File: config.mk
export PLATFORM = sky130hd
export DESIGN_NAME = imager_run_stop_sequencer
export DESIGN_NICKNAME = d
export VERILOG_FILES = /design/src/irss_pkg.sv /design/src/irss_decide.sv /design/src/imager_run_stop_sequencer.sv
export SDC_FILE = /design/constraint.sdc
export NUM_CORES = 1
export LEC_CHECK = 0
export ABC_CLOCK_PERIOD_IN_PS = 3050
export CELL_PAD_IN_SITES_DETAIL_PLACEMENT = 0
export CELL_PAD_IN_SITES_GLOBAL_PLACEMENT = 2
export CORE_UTILIZATION = 42
export DETAILED_ROUTE_END_ITERATION = 10
export DONT_BUFFER_PORTS = 1
export HOLD_SLACK_MARGIN = 0.03
export PLACE_DENSITY = 0.85
export SKIP_LAST_GASP = 1
export SYNTH_ARGS = -nofsm -noshare
export SYNTH_HDL_FRONTEND = slang
export SYNTH_SLANG_ARGS = --single-unit
File: constraint.sdc
create_clock -name clk_i -period 3.05 [get_ports clk_i]
set_clock_uncertainty 0.2 [all_clocks]
set_input_delay 0.915 -clock clk_i [delete_from_list [all_inputs] [get_ports clk_i]]
set_output_delay 0.915 -clock clk_i [all_outputs]
set_load 0.01 [all_outputs]
File: src/irss_pkg.sv
// Shared types and constants for the imager run/stop sequencer.
// No dependencies; imported by irss_decide and imager_run_stop_sequencer.
package irss_pkg;

  localparam int unsigned OpW   = 3;
  localparam int unsigned RegW  = 2;
  localparam int unsigned ValW  = 16;
  localparam int unsigned PcntW = 8;

  typedef enum logic [OpW-1:0] {
    OP_RUN_CAM = 3'd0,
    OP_RUN_SNS = 3'd1,
    OP_WR_DONE = 3'd2,
    OP_RD_DONE = 3'd3,
    OP_TIMER   = 3'd4
  } op_e;

  typedef enum logic [2:0] {
    ACT_NONE  = 3'd0,
    ACT_WRITE = 3'd1,
    ACT_READ  = 3'd2,
    ACT_TIMER = 3'd3,
    ACT_DONE  = 3'd4
  } action_e;

  typedef enum logic [RegW-1:0] {
    REG_CTRL  = 2'd0,
    REG_SNS   = 2'd1,
    REG_STAT  = 2'd2,
    REG_OTHER = 2'd3
  } reg_e;

  // Config register indexes
  localparam logic CFG_POLL_MAX   = 1'b0;
  localparam logic CFG_POLL_DELAY = 1'b1;

  localparam logic [ValW-1:0]  SensorBusyBit = 16'h0002;
  localparam logic [ValW-1:0]  ProcIdleBits  = 16'h0070;
  localparam logic [ValW-1:0]  ModRunVal     = 16'h0001;
  localparam logic [ValW-1:0]  ModStopVal    = 16'h0000;
  localparam logic [ValW-1:0]  SnsRunVal     = 16'h0024;
  localparam logic [ValW-1:0]  SnsStopVal    = 16'h0020;
  localparam logic [ValW-1:0]  PollDelayRst  = 16'd50;
  localparam logic [PcntW-1:0] PollMaxRst    = 8'd16;

  typedef struct packed {
    logic [OpW-1:0]  operation;
    logic            run_request;
    logic [RegW-1:0] reg_id;
    logic [ValW-1:0] reg_value;
    logic            access_ok;
  } item_t;

  typedef struct packed {
    logic [2:0]      action;
    logic [RegW-1:0] target_reg;
    logic [ValW-1:0] write_value;
    logic [ValW-1:0] timer_delay;
    logic            done_unit;
    logic            done_ok;
    logic            done_run;
  } result_t;

  typedef struct packed {
    logic             cam_active;
    logic             sns_active;
    logic             target;     // 0 module, 1 sensor
    logic [RegW-1:0]  polled_reg;
    logic [PcntW-1:0] poll_cnt;
  } seq_state_t;

endpackage

File: src/irss_decide.sv
// Combinational decision logic: one event plus current sequencer state in,
// one result (or none) and next state out. Depends on irss_pkg.
module irss_decide import irss_pkg::*; (
  input  item_t             item_i,
  input  seq_state_t        state_i,
  input  logic [PcntW-1:0]  poll_budget_i,
  input  logic [ValW-1:0]   poll_gap_i,
  output result_t           result_o,
  output seq_state_t        state_o
);

  logic fail_run;
  logic poll_limit;

  assign fail_run   = state_i.target ? state_i.sns_active : state_i.cam_active;
  assign poll_limit = (state_i.poll_cnt >= poll_budget_i);

  always_comb begin
    result_o = '0;
    state_o  = state_i;
    case (op_e'(item_i.operation))
      OP_RUN_CAM: begin
        state_o.target     = 1'b0;
        state_o.poll_cnt   = '0;
        state_o.cam_active = item_i.run_request;
        state_o.sns_active = item_i.run_request;
        result_o.action      = ACT_WRITE;
        result_o.target_reg  = REG_CTRL;
        result_o.write_value = item_i.run_request ? ModRunVal : ModStopVal;
      end
      OP_RUN_SNS: begin
        state_o.target   = 1'b1;
        state_o.poll_cnt = '0;
        if (item_i.run_request == state_i.sns_active) begin
          result_o.action    = ACT_DONE;
          result_o.done_unit = 1'b1;
          result_o.done_ok   = 1'b1;
          result_o.done_run  = item_i.run_request;
        end else begin
          state_o.sns_active   = item_i.run_request;
          result_o.action      = ACT_WRITE;
          result_o.target_reg  = REG_SNS;
          result_o.write_value = item_i.run_request ? SnsRunVal : SnsStopVal;
        end
      end
      OP_WR_DONE, OP_RD_DONE: begin
        if (!item_i.access_ok) begin
          result_o.action    = ACT_DONE;
          result_o.done_unit = state_i.target;
          result_o.done_run  = fail_run;
        end else if (op_e'(item_i.operation) == OP_WR_DONE) begin
          case (reg_e'(item_i.reg_id))
            REG_CTRL: begin
              if (item_i.reg_value == ModStopVal) begin
                result_o.action     = ACT_READ;
                result_o.target_reg = REG_SNS;
              end else begin
                result_o.action   = ACT_DONE;
                result_o.done_ok  = 1'b1;
                result_o.done_run = state_i.cam_active;
              end
            end
            REG_SNS: begin
              if (item_i.reg_value == SnsStopVal) begin
                result_o.action     = ACT_READ;
                result_o.target_reg = REG_SNS;
              end else begin
                result_o.action    = ACT_DONE;
                result_o.done_unit = 1'b1;
                result_o.done_ok   = 1'b1;
                result_o.done_run  = state_i.sns_active;
              end
            end
            default: ;
          endcase
        end else begin
          // read done: decide between done, next read, or another poll
          case (reg_e'(item_i.reg_id))
            REG_SNS: begin
              if ((item_i.reg_value & SensorBusyBit) != '0) begin
                if (poll_limit) begin
                  result_o.action    = ACT_DONE;
                  result_o.done_unit = state_i.target;
                  result_o.done_run  = fail_run;
                end else begin
                  state_o.polled_reg   = REG_SNS;
                  state_o.poll_cnt     = state_i.poll_cnt + PcntW'(1);
                  result_o.action      = ACT_TIMER;
                  result_o.timer_delay = poll_gap_i;
                end
              end else if (!state_i.target) begin
                result_o.action     = ACT_READ;
                result_o.target_reg = REG_STAT;
              end else begin
                result_o.action    = ACT_DONE;
                result_o.done_unit = 1'b1;
                result_o.done_ok   = 1'b1;
                result_o.done_run  = state_i.sns_active;
              end
            end
            REG_STAT: begin
              if ((item_i.reg_value & ProcIdleBits) == ProcIdleBits) begin
                result_o.action   = ACT_DONE;
                result_o.done_ok  = 1'b1;
                result_o.done_run = state_i.cam_active;
              end else if (poll_limit) begin
                result_o.action    = ACT_DONE;
                result_o.done_unit = state_i.target;
                result_o.done_run  = fail_run;
              end else begin
                state_o.polled_reg   = REG_STAT;
                state_o.poll_cnt     = state_i.poll_cnt + PcntW'(1);
                result_o.action      = ACT_TIMER;
                result_o.timer_delay = poll_gap_i;
              end
            end
            default: ;
          endcase
        end
      end
      OP_TIMER: begin
        result_o.action     = ACT_READ;
        result_o.target_reg = state_i.polled_reg;
      end
      default: ;
    endcase
  end

endmodule

File: src/imager_run_stop_sequencer.sv
// Top level of the imager run/stop sequencer: input register, state and
// config registers, result register. Depends on irss_pkg and irss_decide.
//
// Usage:
//   Events (commands, bus write/read completions, timer expiry) enter on the
//   in_valid_i/in_ready_o channel; each beat is one event. Each event gives
//   zero or one result beat on out_valid_o/out_ready_i: a register write, a
//   register read, a timer start, or a done report.
//   Path: an accepted event waits in the input register, is decided there, and
//   its result is caught in the result register, which drives the outputs.
//   Throughput: one event per cycle while out_ready_i does not hold a result,
//   set by the single decision stage between the input and result registers.
//   Stall: while out_ready_i is low and a result is held, the event in the
//   input register waits; in_ready_o drops only once that register is full.
//   Reset: both units recorded as running, module targeted, sensor control
//   register set for polling, poll count 0, poll budget 16, poll gap 50.
//   Config: cfg_we_i writes cfg_data_i into register cfg_idx_i (0 poll
//   budget, 1 poll gap) at once; write only while the block is idle.
module imager_run_stop_sequencer import irss_pkg::*; (
  input  logic             clk_i,
  input  logic             rst_ni,
  input  logic             cfg_we_i,
  input  logic             cfg_idx_i,
  input  logic [ValW-1:0]  cfg_data_i,
  input  logic             in_valid_i,
  output logic             in_ready_o,
  input  logic [OpW-1:0]   operation_i,
  input  logic             run_request_i,
  input  logic [RegW-1:0]  reg_id_i,
  input  logic [ValW-1:0]  reg_value_i,
  input  logic             access_ok_i,
  output logic             out_valid_o,
  input  logic             out_ready_i,
  output logic [2:0]       action_o,
  output logic [RegW-1:0]  target_reg_o,
  output logic [ValW-1:0]  write_value_o,
  output logic [ValW-1:0]  timer_delay_o,
  output logic             done_unit_o,
  output logic             done_ok_o,
  output logic             done_run_o
);

  logic [PcntW-1:0] poll_budget_q;
  logic [ValW-1:0]  poll_gap_q;
  seq_state_t       state_q, state_d;
  item_t            item_q;
  logic             in_full_q;
  result_t          res_q, res_d;
  logic             out_valid_q;
  logic             step;
  logic             out_free;

  assign out_free   = !out_valid_q || out_ready_i;
  assign step       = in_full_q && out_free;
  assign in_ready_o = !in_full_q || step;

  irss_decide u_decide (
    .item_i        (item_q),
    .state_i       (state_q),
    .poll_budget_i (poll_budget_q),
    .poll_gap_i    (poll_gap_q),
    .result_o      (res_d),
    .state_o       (state_d)
  );

  always_ff @(posedge clk_i or negedge rst_ni) begin
    if (!rst_ni) begin
      poll_budget_q <= PollMaxRst;
      poll_gap_q    <= PollDelayRst;
    end else if (cfg_we_i) begin
      if (cfg_idx_i == CFG_POLL_MAX) begin
        poll_budget_q <= cfg_data_i[PcntW-1:0];
      end else begin
        poll_gap_q <= cfg_data_i;
      end
    end
  end

  always_ff @(posedge clk_i or negedge rst_ni) begin
    if (!rst_ni) begin
      state_q.cam_active <= 1'b1;
      state_q.sns_active <= 1'b1;
      state_q.target     <= 1'b0;
      state_q.polled_reg <= REG_SNS;
      state_q.poll_cnt   <= '0;
    end else if (step) begin
      state_q <= state_d;
    end
  end

  always_ff @(posedge clk_i or negedge rst_ni) begin
    if (!rst_ni) begin
      in_full_q <= 1'b0;
    end else if (in_ready_o) begin
      in_full_q <= in_valid_i;
    end
  end

  always_ff @(posedge clk_i) begin
    if (in_ready_o && in_valid_i) begin
      item_q.operation   <= operation_i;
      item_q.run_request <= run_request_i;
      item_q.reg_id      <= reg_id_i;
      item_q.reg_value   <= reg_value_i;
      item_q.access_ok   <= access_ok_i;
    end
  end

  // Events with no result (ignored codes or registers) just drop out here.
  always_ff @(posedge clk_i or negedge rst_ni) begin
    if (!rst_ni) begin
      out_valid_q <= 1'b0;
    end else if (out_free) begin
      out_valid_q <= step && (action_e'(res_d.action) != ACT_NONE);
    end
  end

  always_ff @(posedge clk_i) begin
    if (step && out_free) begin
      res_q <= res_d;
    end
  end

  assign out_valid_o   = out_valid_q;
  assign action_o      = res_q.action;
  assign target_reg_o  = res_q.target_reg;
  assign write_value_o = res_q.write_value;
  assign timer_delay_o = res_q.timer_delay;
  assign done_unit_o   = res_q.done_unit;
  assign done_ok_o     = res_q.done_ok;
  assign done_run_o    = res_q.done_run;

endmodule
== Yosys cells after proc, flatten, opt, wreduce, memory -nomap -nowiden ==
Cells that the tools add are included.

* Register bits after elaboration: 102
* Input bits: 45
* Output and inout port bits: 42
* Word-level logic and storage cells: 128

* Add/subtract/negate cells: 1
* $lt $le $gt $ge: 1
* Eq/ne operators: 21
* Mux-type cells: 55
* Bitwise logic cells: 4
* Reduce and logical (&&, ||, !) cells: 25

{| class="wikitable"
|+ Operators by type and width
! operator !! number
|-
| 10-bit 2-to-1 mux || 4
|-
| 3-bit 2-to-1 mux || 13
|-
| 19-bit one-hot mux with 2 select lines || 1
|-
| 17-bit 2-to-1 mux || 2
|-
| 16-bit 2-to-1 mux || 2
|-
| 16-bit one-hot mux with 2 select lines || 1
|-
| 10-bit one-hot mux with 2 select lines || 1
|-
| 5-bit one-hot mux with 4 select lines || 1
|-
| 9-bit AND reduction || 2
|-
| 16-bit by 6-bit equality test with 1-bit output, second input constant || 1
|-
| 16-bit zero test || 1
|-
| 1-bit 2-to-1 mux || 16
|-
| 8-bit 2-to-1 mux || 2
|-
| 8-bit one-hot mux with 2 select lines || 1
|-
| 3-bit inequality test, second input constant || 5
|-
| 2-bit inequality test, second input constant || 7
|-
| 3-bit one-hot mux with 2 select lines || 2
|-
| 2-bit 2-to-1 mux || 5
|-
| 5-bit one-hot mux with 2 select lines || 1
|-
| 8-bit by 1-bit adder with 8-bit output, second input constant || 1
|-
| 8-bit greater-or-equal comparator || 1
|-
| 2-bit one-hot mux with 2 select lines || 2
|-
| 2-bit AND reduction || 4
|-
| 3-bit by 2-bit equality test with 1-bit output, second input constant || 2
|-
| other kinds (17) || 29
|}

== Longest topological paths before layout ==
Gate-level depths: netlist of run 1.

* Word-level depth: 9
* Depth in mapped cells: 9

== Cells and area by module ==
From an unflattened synthesis of run 1, not the netlist that was laid out.

* Cells, all modules: 369
* Area, all modules: 4,897.2 sq um

{| class="wikitable"
|+ Modules (own cells, without submodules)
! module !! times used !! cells each !! area each (sq um)
|-
| imager_run_stop_sequencer || 1 || 152 || 3,438.3
|-
| irss_decide || 1 || 217 || 1,458.9
|}

== Worst setup path before layout of run 1 ==
Ideal clock, no wire load.

* Path kind: input to register
* Start: input port out_ready_i
* End: register state_q[9] (netlist name)
* Setup time: 0.125 ns
* Data arrival time: 2.590 ns
* Required time: 2.725 ns
* Slack: 0.136 ns
* Cell stages on the path: 6
* Path buffers: 0
* Cell sequence: nor2b_1 -> nand2b_1 -> inv_1 -> nand4_1 -> nor3_1 -> mux2_2

* Cells in the longest elaborated chain, start to end: 3

{| class="wikitable"
|+ RTL lines
! element !! line !! RTL
|-
| from (decl) || imager_run_stop_sequencer.sv:33 || <nowiki>input logic out_ready_i,</nowiki>
|-
| 1-bit logical OR || imager_run_stop_sequencer.sv:53 || <nowiki>assign out_free = !out_valid_q || out_ready_i;</nowiki>
|-
| 1-bit logical AND || imager_run_stop_sequencer.sv:54 || <nowiki>assign step = in_full_q && out_free;</nowiki>
|-
| 9-bit AND reduction (no source line) || -- ||
|-
| to (signal assigned) || imager_run_stop_sequencer.sv:87 || <nowiki>state_q <= state_d;</nowiki>
|-
| to (decl) || imager_run_stop_sequencer.sv:45 || <nowiki>seq_state_t state_q, state_d;</nowiki>
|}

No other way between the ends.
A chain may end at the register's enable or synchronous reset.

== Worst setup path after layout of run 1 ==
* Start: register state_q[5] (netlist name)
* End: register state_q[6] (netlist name)

* Cells in the longest elaborated chain, start to end: 7
* Elaborated cells on any way between the ends: 13
* Classes of those cells: 1 x add/sub; 1 x order compare; 2 x eq/ne; 8 x mux; 1 x reduce/logical

{| class="wikitable"
|+ RTL lines
! element !! line !! RTL
|-
| 8-bit by 1-bit adder with 8-bit output || irss_decide.sv:87, irss_decide.sv:112 ||
|-
| 10-bit 2-to-1 mux (on tied branches) || irss_decide.sv:106, irss_decide.sv:81 ||
|-
| 10-bit 2-to-1 mux (on tied branches) || irss_decide.sv:102, irss_decide.sv:80 ||
|-
| 10-bit one-hot mux with 2 select lines || irss_decide.sv:78 || <nowiki>case (reg_e'(item_i.reg_id))</nowiki>
|-
| 8-bit 2-to-1 mux || irss_decide.sv:51 || <nowiki>end else if (op_e'(item_i.operation) == OP_WR_DONE) begin</nowiki>
|-
| 8-bit 2-to-1 mux || irss_decide.sv:47 || <nowiki>if (!item_i.access_ok) begin</nowiki>
|-
| 8-bit one-hot mux with 2 select lines || irss_decide.sv:21 || <nowiki>case (op_e'(item_i.operation))</nowiki>
|}

Parallel ways exist; a longest one is shown, timed or not. The select of a mux whose other input is x is not followed.

==> key figures, run 1 <==
Critical path
  – Critical Path Max Stage Delay: around 0.53 ns
  – Worst R2R Start: state_q[5]
  – Worst path top cell family by delay: compound AO/OA/AOI/OAI gates
  – FF-to-FF path depth: 8
  – Worst Path Buf+Inv: 0
  – CP max FO: 8
  – Critical path class: flip-flop to flip-flop
  – Crit path capture: state_q[6]
  – CP required: about 3.2 ns
  – Critical Path Slowest Stage Cell: or4_1
  – Slack of the worst reg-to-reg path: between 0.1 and 0.15 ns
  – Critical Path, Cell by Cell: ha_1 > a211oi_1 > nor2_1 > a211oi_4 > a21boi_2 > o31a_1 > or4_1 > a21oi_1
  – CP startpoint: state_q[5]
  – Worst setup SP type: flip-flop
  – CP Capture Type: flip-flop
  – Worst EP arrival: 3.00 ns
  – Reg-to-Reg End: state_q[6]
  – Number of cells on the critical path: 8

Clock tree
  – H-tree depth: 3
  – Resized cells post-CTS: 0
  – Clock Sinks: between 80 and 90
  – Clock Latency Late Sink: roughly 0.36 ns
  – CTS tree: yes
  – Clk slew on worst S/H paths: around 0.1 ns
  – Num CTS Buffers: 9
  – Clk buf depth: 2
  – Clock root buffer: clkbuf_8

GRT
  – Initial antenna violation count: 0
  – Vias in the first global route: ~2300
  – Largest net degree at the start of global routing: 31
  – GRT Residual Overflow: 0
  – Gr usage total: 0.162
  – Global-route wire length before repair: between 10000 and 15000 µm

Timing
  – Final setup margin: 0.145 ns
  – F_max: ~0.34 GHz
  – Tmin final: between 2 and 3 ns
  – Final hold vios: 0
  – Relative slew slack: 0.403
  – RSZ-0062 raised after global routing: false
  – Final worst-path cycle share: 0.953
  – Setup violators final: 0
  – Slew @ Worst Pin: 0.895 ns
  – Pins Over Slew Limit: 0
  – Setup TNS Final: 0 ns

Power and ir drop
  – Final total power: approximately 2.7 mW
  – LEAKAGE: 1.76 nW
  – NetSw: between 0.7 and 0.8 mW
  – Worst VDD drop: ~0.35 mV
  – Sw Share: 0.284
  – Int Power: slightly below 2 mW
  – Pwr Density: 604 nW/µm²
  – Clock group share of total power: 0.286
  – Combinational cell fraction of total power: 0.137
  – Sequential power share: 0.577

Place
  – RePlAce Congestion: approximately 0.84
  – I/O Buffers: 0
  – Placed cell count: 453
  – DP HPWL: 5450 µm
  – Place WS: 0.151 ns

Logic synthesis
  – Avg Inst Size Synth: ~13 µm²
  – Synth cell count leaders: edfxtp_1, dfrtp_1, nand2_1, mux2_2, and2_1
  – Area leader, netlist: edfxtp_1
  – Most frequent cell after synthesis: edfxtp_1
  – EDFF count, synth: 50
  – Area contributors post-synth: edfxtp_1, dfrtp_1, mux2_2
  – Synth cell types: 58
  – Yosys Warn Count: 0
  – Flop and latch count out of synthesis: 89
  – Fraction of registers with async set/reset: 0.438
  – Top-area cell type share of the netlist area: 0.366
  – Cell count after synthesis: between 300 and 400
  – Ys flop type: edfxtp_1
  – Synth Cell Area: 4110 µm²
  – Sequential fraction of the synthesis area: 0.605

Cells and area
  – Final #Nets: about 400
  – Filler Cells Inserted: approximately 870
  – Ratio of cells with drive above 1 in the final layout: 0.201
  – Final Util: 0.475
  – P&R area growth vs syn: 8.47%
  – # diodes: 0
  – Post-route insts no fill: about 470

Floorplanning
  – Die width: between 100 and 150 µm
  – FP Rows: 35
  – I/O Pins: 87
  – Starting Density: 0.438
  – Die span in y: just over 100 µm
  – DIE AREA: about 10000 µm²
  – Core Box Area: roughly 9400 µm²

Detailed routing
  – First DRT Iteration DRCs: 87
  – First-pass DRT Iterations: 4
  – Final ANT Viol Nets: 0
  – Avg Vias per Cell: 5.29
  – Post-detailed-route wirelength per cell: approximately 16 µm
  – Vias: 2495
  – DRC viols: 0
  – Post-Route WL: 7610 µm

Hold path
  – Hold Crit Class: input pin to asynchronous set/reset pin

Run
  – Max cap viols: 0

Status
  – Status: finished clean
## metrics by stage
stage	instance area [µm²]	hold WS, ns
after floorplan	4150	0.271
after global placement	4220	0.279
after detailed placement	4220	0.285
after CTS	4450	0.155
after global routing	4460	0.150
final	4460	0.165
## cell families after synthesis
kind of cell,Yosys count,share of synthesized area
simple gates,105,0.138
fa+ha+maj,14,0.0426
mux,24,0.0652
compound gates,56,0.0981
buf+inv,38,0.0503
other cells,1,0.000913
flops,89,0.605
## cell type report
| type | instances | area [µm²] | share of cell area |
|---|---|---|---|
| well taps | 129 | 161 | 0.0362 |
| multi-input cells | 212 | 1460 | 0.328 |
| clock buffers | 9 | 124 | 0.0278 |
| repair buffers | 11 | 97.6 | 0.0219 |
| inverters | 15 | 56.3 | 0.0126 |
| clock inverters | 7 | 70.1 | 0.0157 |
| flip-flops and latches | 89 | 2490 | 0.558 |
## worst min path at each step
| stage | start | end | cells past startpoint |
|---|---|---|---|
| final | rst_ni | state_q[6] | 1 |
| after global routing | rst_ni | poll_budget_q[4] | 0 |
| after CTS | rst_ni | state_q[7] | 1 |
| after detailed placement | poll_gap_q[2] | poll_gap_q[2] | 1 |
| after global placement | poll_gap_q[2] | poll_gap_q[2] | 1 |
| after floorplan | poll_gap_q[15] | poll_gap_q[15] | 1 |
## sequential cells by signal, indices dropped and copies added, names as in the netlist
register	count
state_q	13
write_value_o	3
action_o	3
in_full_q	1
done_ok_o	1
out_valid_o	1
timer_delay_o	16
done_unit_o	1
target_reg_o	2
item_q	23
poll_gap_q	16
poll_budget_q	8
done_run_o	1
## power groups by stage
stage | registers, mW | logic, mW | clock network, mW
detailed placement | 1.58 | 0.356 | 0
CTS | 1.56 | 0.372 | 0.800
global placement | 1.58 | 0.350 | 0
floorplan | 1.55 | 0.290 | 0
global route | 1.57 | 0.417 | 0.853
finish | 1.55 | 0.367 | 0.769
## worst reg2reg max path, delay by kind of cell, from the launching register on
family | cells | cell delay, ns
AOI/OAI and AO/OA | 5 | 1.27
and+or+nand+nor | 2 | 0.64
DFF | 1 | 0.43
adders and majority gates | 1 | 0.30
## cells in the final DEF (no fill, tap or decap), drive strengths merged, types with 5 or more instances in the layout
master | netlist | layout
o21ai | 17 | 17
edfxtp | 50 | 50
dfrtp | 32 | 32
nor2b | 5 | 5
ha | 14 | 14
nor2 | 13 | 13
dfstp | 7 | 7
mux2 | 22 | 22
nand4 | 7 | 7
nand3 | 5 | 5
buf | 15 | 10
and2 | 17 | 17
a21oi | 10 | 10
clkbuf | 8 | 9
conb | 1 | 13
nand2 | 29 | 29
inv | 15 | 19
## per-layer routing
layer,wire (µm),share of wire,track usage,up-vias
li1,-,-,-,1197
met1,3290,0.43,0.186,1196
met2,3780,0.50,0.283,92
met3,441,0.058,0.0569,10
met4,101,0.013,0.0479,0
met5,0,0,0,-
## repair_timing
item	4_1_cts	5_1_grt
endpoints found under the hold margin	30	0
endpoints found under the setup margin	0	1
setup buffers	0	1
hold buffers	2	0
Power figures use the tool's default switching activity.
==> inputs of run 2 (changes only) <==
--- a/config.mk
+++ b/config.mk
@@ -8,6 +8,7 @@
 export ABC_CLOCK_PERIOD_IN_PS = 3050
 export CELL_PAD_IN_SITES_DETAIL_PLACEMENT = 0
 export CELL_PAD_IN_SITES_GLOBAL_PLACEMENT = 2
+export CORE_ASPECT_RATIO = 0.6
 export CORE_UTILIZATION = 42
 export DETAILED_ROUTE_END_ITERATION = 10
 export DONT_BUFFER_PORTS = 1
==> key figures, run 2 (synthesis gave the netlist of run 1 again) <==
Critical path
  – Worst setup SP type: flip-flop
  – FF-to-FF path depth: 9 (+1)
  – Critical path class: flip-flop to flip-flop
  – Worst R2R Start: poll_budget_q[2]
  – CP max FO: 8 (unchanged)
  – Reg-to-Reg End: state_q[6]
  – Slack of the worst reg-to-reg path: 0.22 ns (+0.08 ns)
  – CP required: 3.12 ns (-0.03 ns)
  – CP Capture Type: flip-flop
  – Worst EP arrival: 2.90 ns (-0.10 ns)

Floorplanning
  – Starting Density: 0.441 (+0.00224)
  – Core Box Area: 9320 µm² (-0.51%)
  – Die span in y: 78.6 µm (-22%)
  – FP Rows: 27 (-23%)
  – DIE AREA: 10200 µm² (+0.13%)
  – Die width: 130 µm (+29%)
  – I/O Pins: 87 (unchanged)

Cells and area
  – Max reg flops: 23 (unchanged)
  – Commonest non-fill, non-tap cell in the layout: edfxtp_1
  – Filler Cells Inserted: 833 (-4.4%)
  – Final #Nets: 399 (+0.50%)
  – # diodes: 0 (unchanged)
  – Post-route insts no fill: 475 (+0.64%)
  – Commonest cells after routing, fill and taps aside: edfxtp_1, dfrtp_1, nand2_1, mux2_2, and2_1
  – Final Util: 0.489 (+0.0138)
  – Ratio of cells with drive above 1 in the final layout: 0.209 (+0.00753)
  – P&R area growth vs syn: 11.1%
  – Biggest register: item_q

Place
  – RePlAce Congestion: 0.882 (+5.1%)
  – DP HPWL: 5880 µm (+8.0%)
  – I/O Buffers: 0 (unchanged)
  – Placed cell count: 458 (+1.1%)

GRT
  – Met3 usage: 0.0620 (+0.00517)
  – GR Util met2: 0.226 (-0.0567)
  – Largest net degree at the start of global routing: 40 (+29%)
  – Initial antenna violation count: 0 (unchanged)
  – Gr usage total: 0.173 (+0.0110)
  – Global-route wire length before repair: 12800 µm (+6.5%)
  – GRT Residual Overflow: 0 (unchanged)
  – Global route hottest layer: met1
  – GRT met1 Usage: 0.256 (+0.0696)
  – Vias in the first global route: 2401 (+2.6%)

Timing
  – Pins Over Slew Limit: 0 (unchanged)
  – Final hold vios: 0 (unchanged)
  – Slew @ Worst Pin: 1.04 ns (+0.143 ns)
  – Final worst-path cycle share: 0.928 (-0.0247)
  – F_max: 0.353 GHz (+2.7%)
  – Setup violators final: 0 (unchanged)
  – RSZ-0062 raised after global routing: false
  – Worst hold margin: 0.0568 ns (-0.109 ns)
  – Tmin final: 2.83 ns (-0.0753 ns)
  – Relative slew slack: 0.308 (-0.0956)
  – Setup TNS Final: 0 ns (unchanged)

Clock tree
  – Clock Sinks: 89 (unchanged)
  – Clk buf depth: 2 (unchanged)
  – Resized cells post-CTS: 0 (unchanged)
  – Clock root buffer: clkbuf_16
  – Num CTS Buffers: 9 (unchanged)
  – Hold_buf cts: 0 (-2)
  – H-tree depth: 3 (unchanged)
  – Clk slew on worst S/H paths: 0.07 ns (-0.03 ns)
  – CTS tree: yes
  – Clock Latency Late Sink: 0.35 ns (about the same)

Detailed routing
  – Post-Route WL: 8040 µm (+5.7%)
  – Avg Vias per Cell: 5.28 (about the same)
  – Post-detailed-route wirelength per cell: 16.9 µm (+5.0%)
  – Vias: 2510 (+0.60%)
  – Final ANT Viol Nets: 0 (unchanged)
  – DRC viols: 0 (unchanged)
  – First-pass DRT Iterations: 4 (unchanged)
  – First DRT Iteration DRCs: 193 (+120%)

Status
  – Status: finished clean

Power and ir drop
  – Worst VDD drop: 0.287 mV (-17%)
  – Pwr Density: 662 nW/µm² (+9.6%)
  – Final total power: 3.02 mW (+12%)
  – LEAKAGE: 1.81 nW (+2.9%)

Hold path
  – Hold Crit Class: input pin to asynchronous set/reset pin

Run
  – Max cap viols: 0 (unchanged)
[run 2: changes by cell type in the layout (fill, tap and decap cells not counted), sizes merged]
cell	previous run	this run
clkinvlp	1	2
buf	10	13
inv	19	18
dlygate4sd3	1	0
[run 2: repair_timing]
| item | 4_1_cts | 5_1_grt |
|---|---|---|
| setup buffers | 0 | 1 |
| endpoints found under the setup margin | 0 | 2 |
| endpoints found under the hold margin | 0 | 0 |
[run 2: worst max-delay path: stages (launching register included)]
cell      delay [ns]
dfrtp_1         0.33
inv_1           0.05
ha_1            0.31
a211oi_2        0.22
o21ai_2         0.10
a211oi_4        0.30
a21boi_2        0.16
o31a_1          0.40
or4_1           0.52
a21oi_1         0.15
[run 2: cell type report]
class / count / area (µm²) / share of cell area
Sequential cell: 89 / 2490 / 0.545
Multi-Input combinational cell: 212 / 1460 / 0.320
Clock buffer: 9 / 225 / 0.0494
Tap cell: 130 / 163 / 0.0357
Timing Repair Buffer: 13 / 97.6 / 0.0214
Clock inverter: 7 / 73.8 / 0.0162
Inverter: 15 / 56.3 / 0.0123
[run 2: metal layers]
metal	wire length, µm	vias to the layer above
met5	0	-
met4	116	0
met3	645	11
met2	3140	90
met1	4140	1208
li1	-	1201
[run 2: per-stage QoR]
step | area (µm²) | worst slack, ns
after detailed placement | 4260 | 0.185
after floorplan | 4150 | 0.136
after global routing | 4560 | 0.0404
after CTS | 4550 | 0.137
after global placement | 4260 | 0.244
final | 4560 | 0.220
[run 2: how the worst max path moves through the flow]
stage | cells after the start | slack (ns) | endpoint | from
after floorplan | 6 | 0.14 | state_q[9] | out_ready_i
after global placement | 8 | 0.24 | state_q[6] | state_q[3]
after detailed placement | 8 | 0.19 | state_q[6] | state_q[3]
after CTS | 9 | 0.14 | state_q[6] | poll_budget_q[2]
after global routing | 8 | 0.04 | state_q[6] | state_q[3]
final | 9 | 0.22 | state_q[6] | poll_budget_q[2]
[run 2: power breakdown]
| part | switching (mW) | internal (mW) |
|---|---|---|
| logic | 0.216 | 0.166 |
| clock network | 0.508 | 0.577 |
| registers | 0.102 | 1.45 |
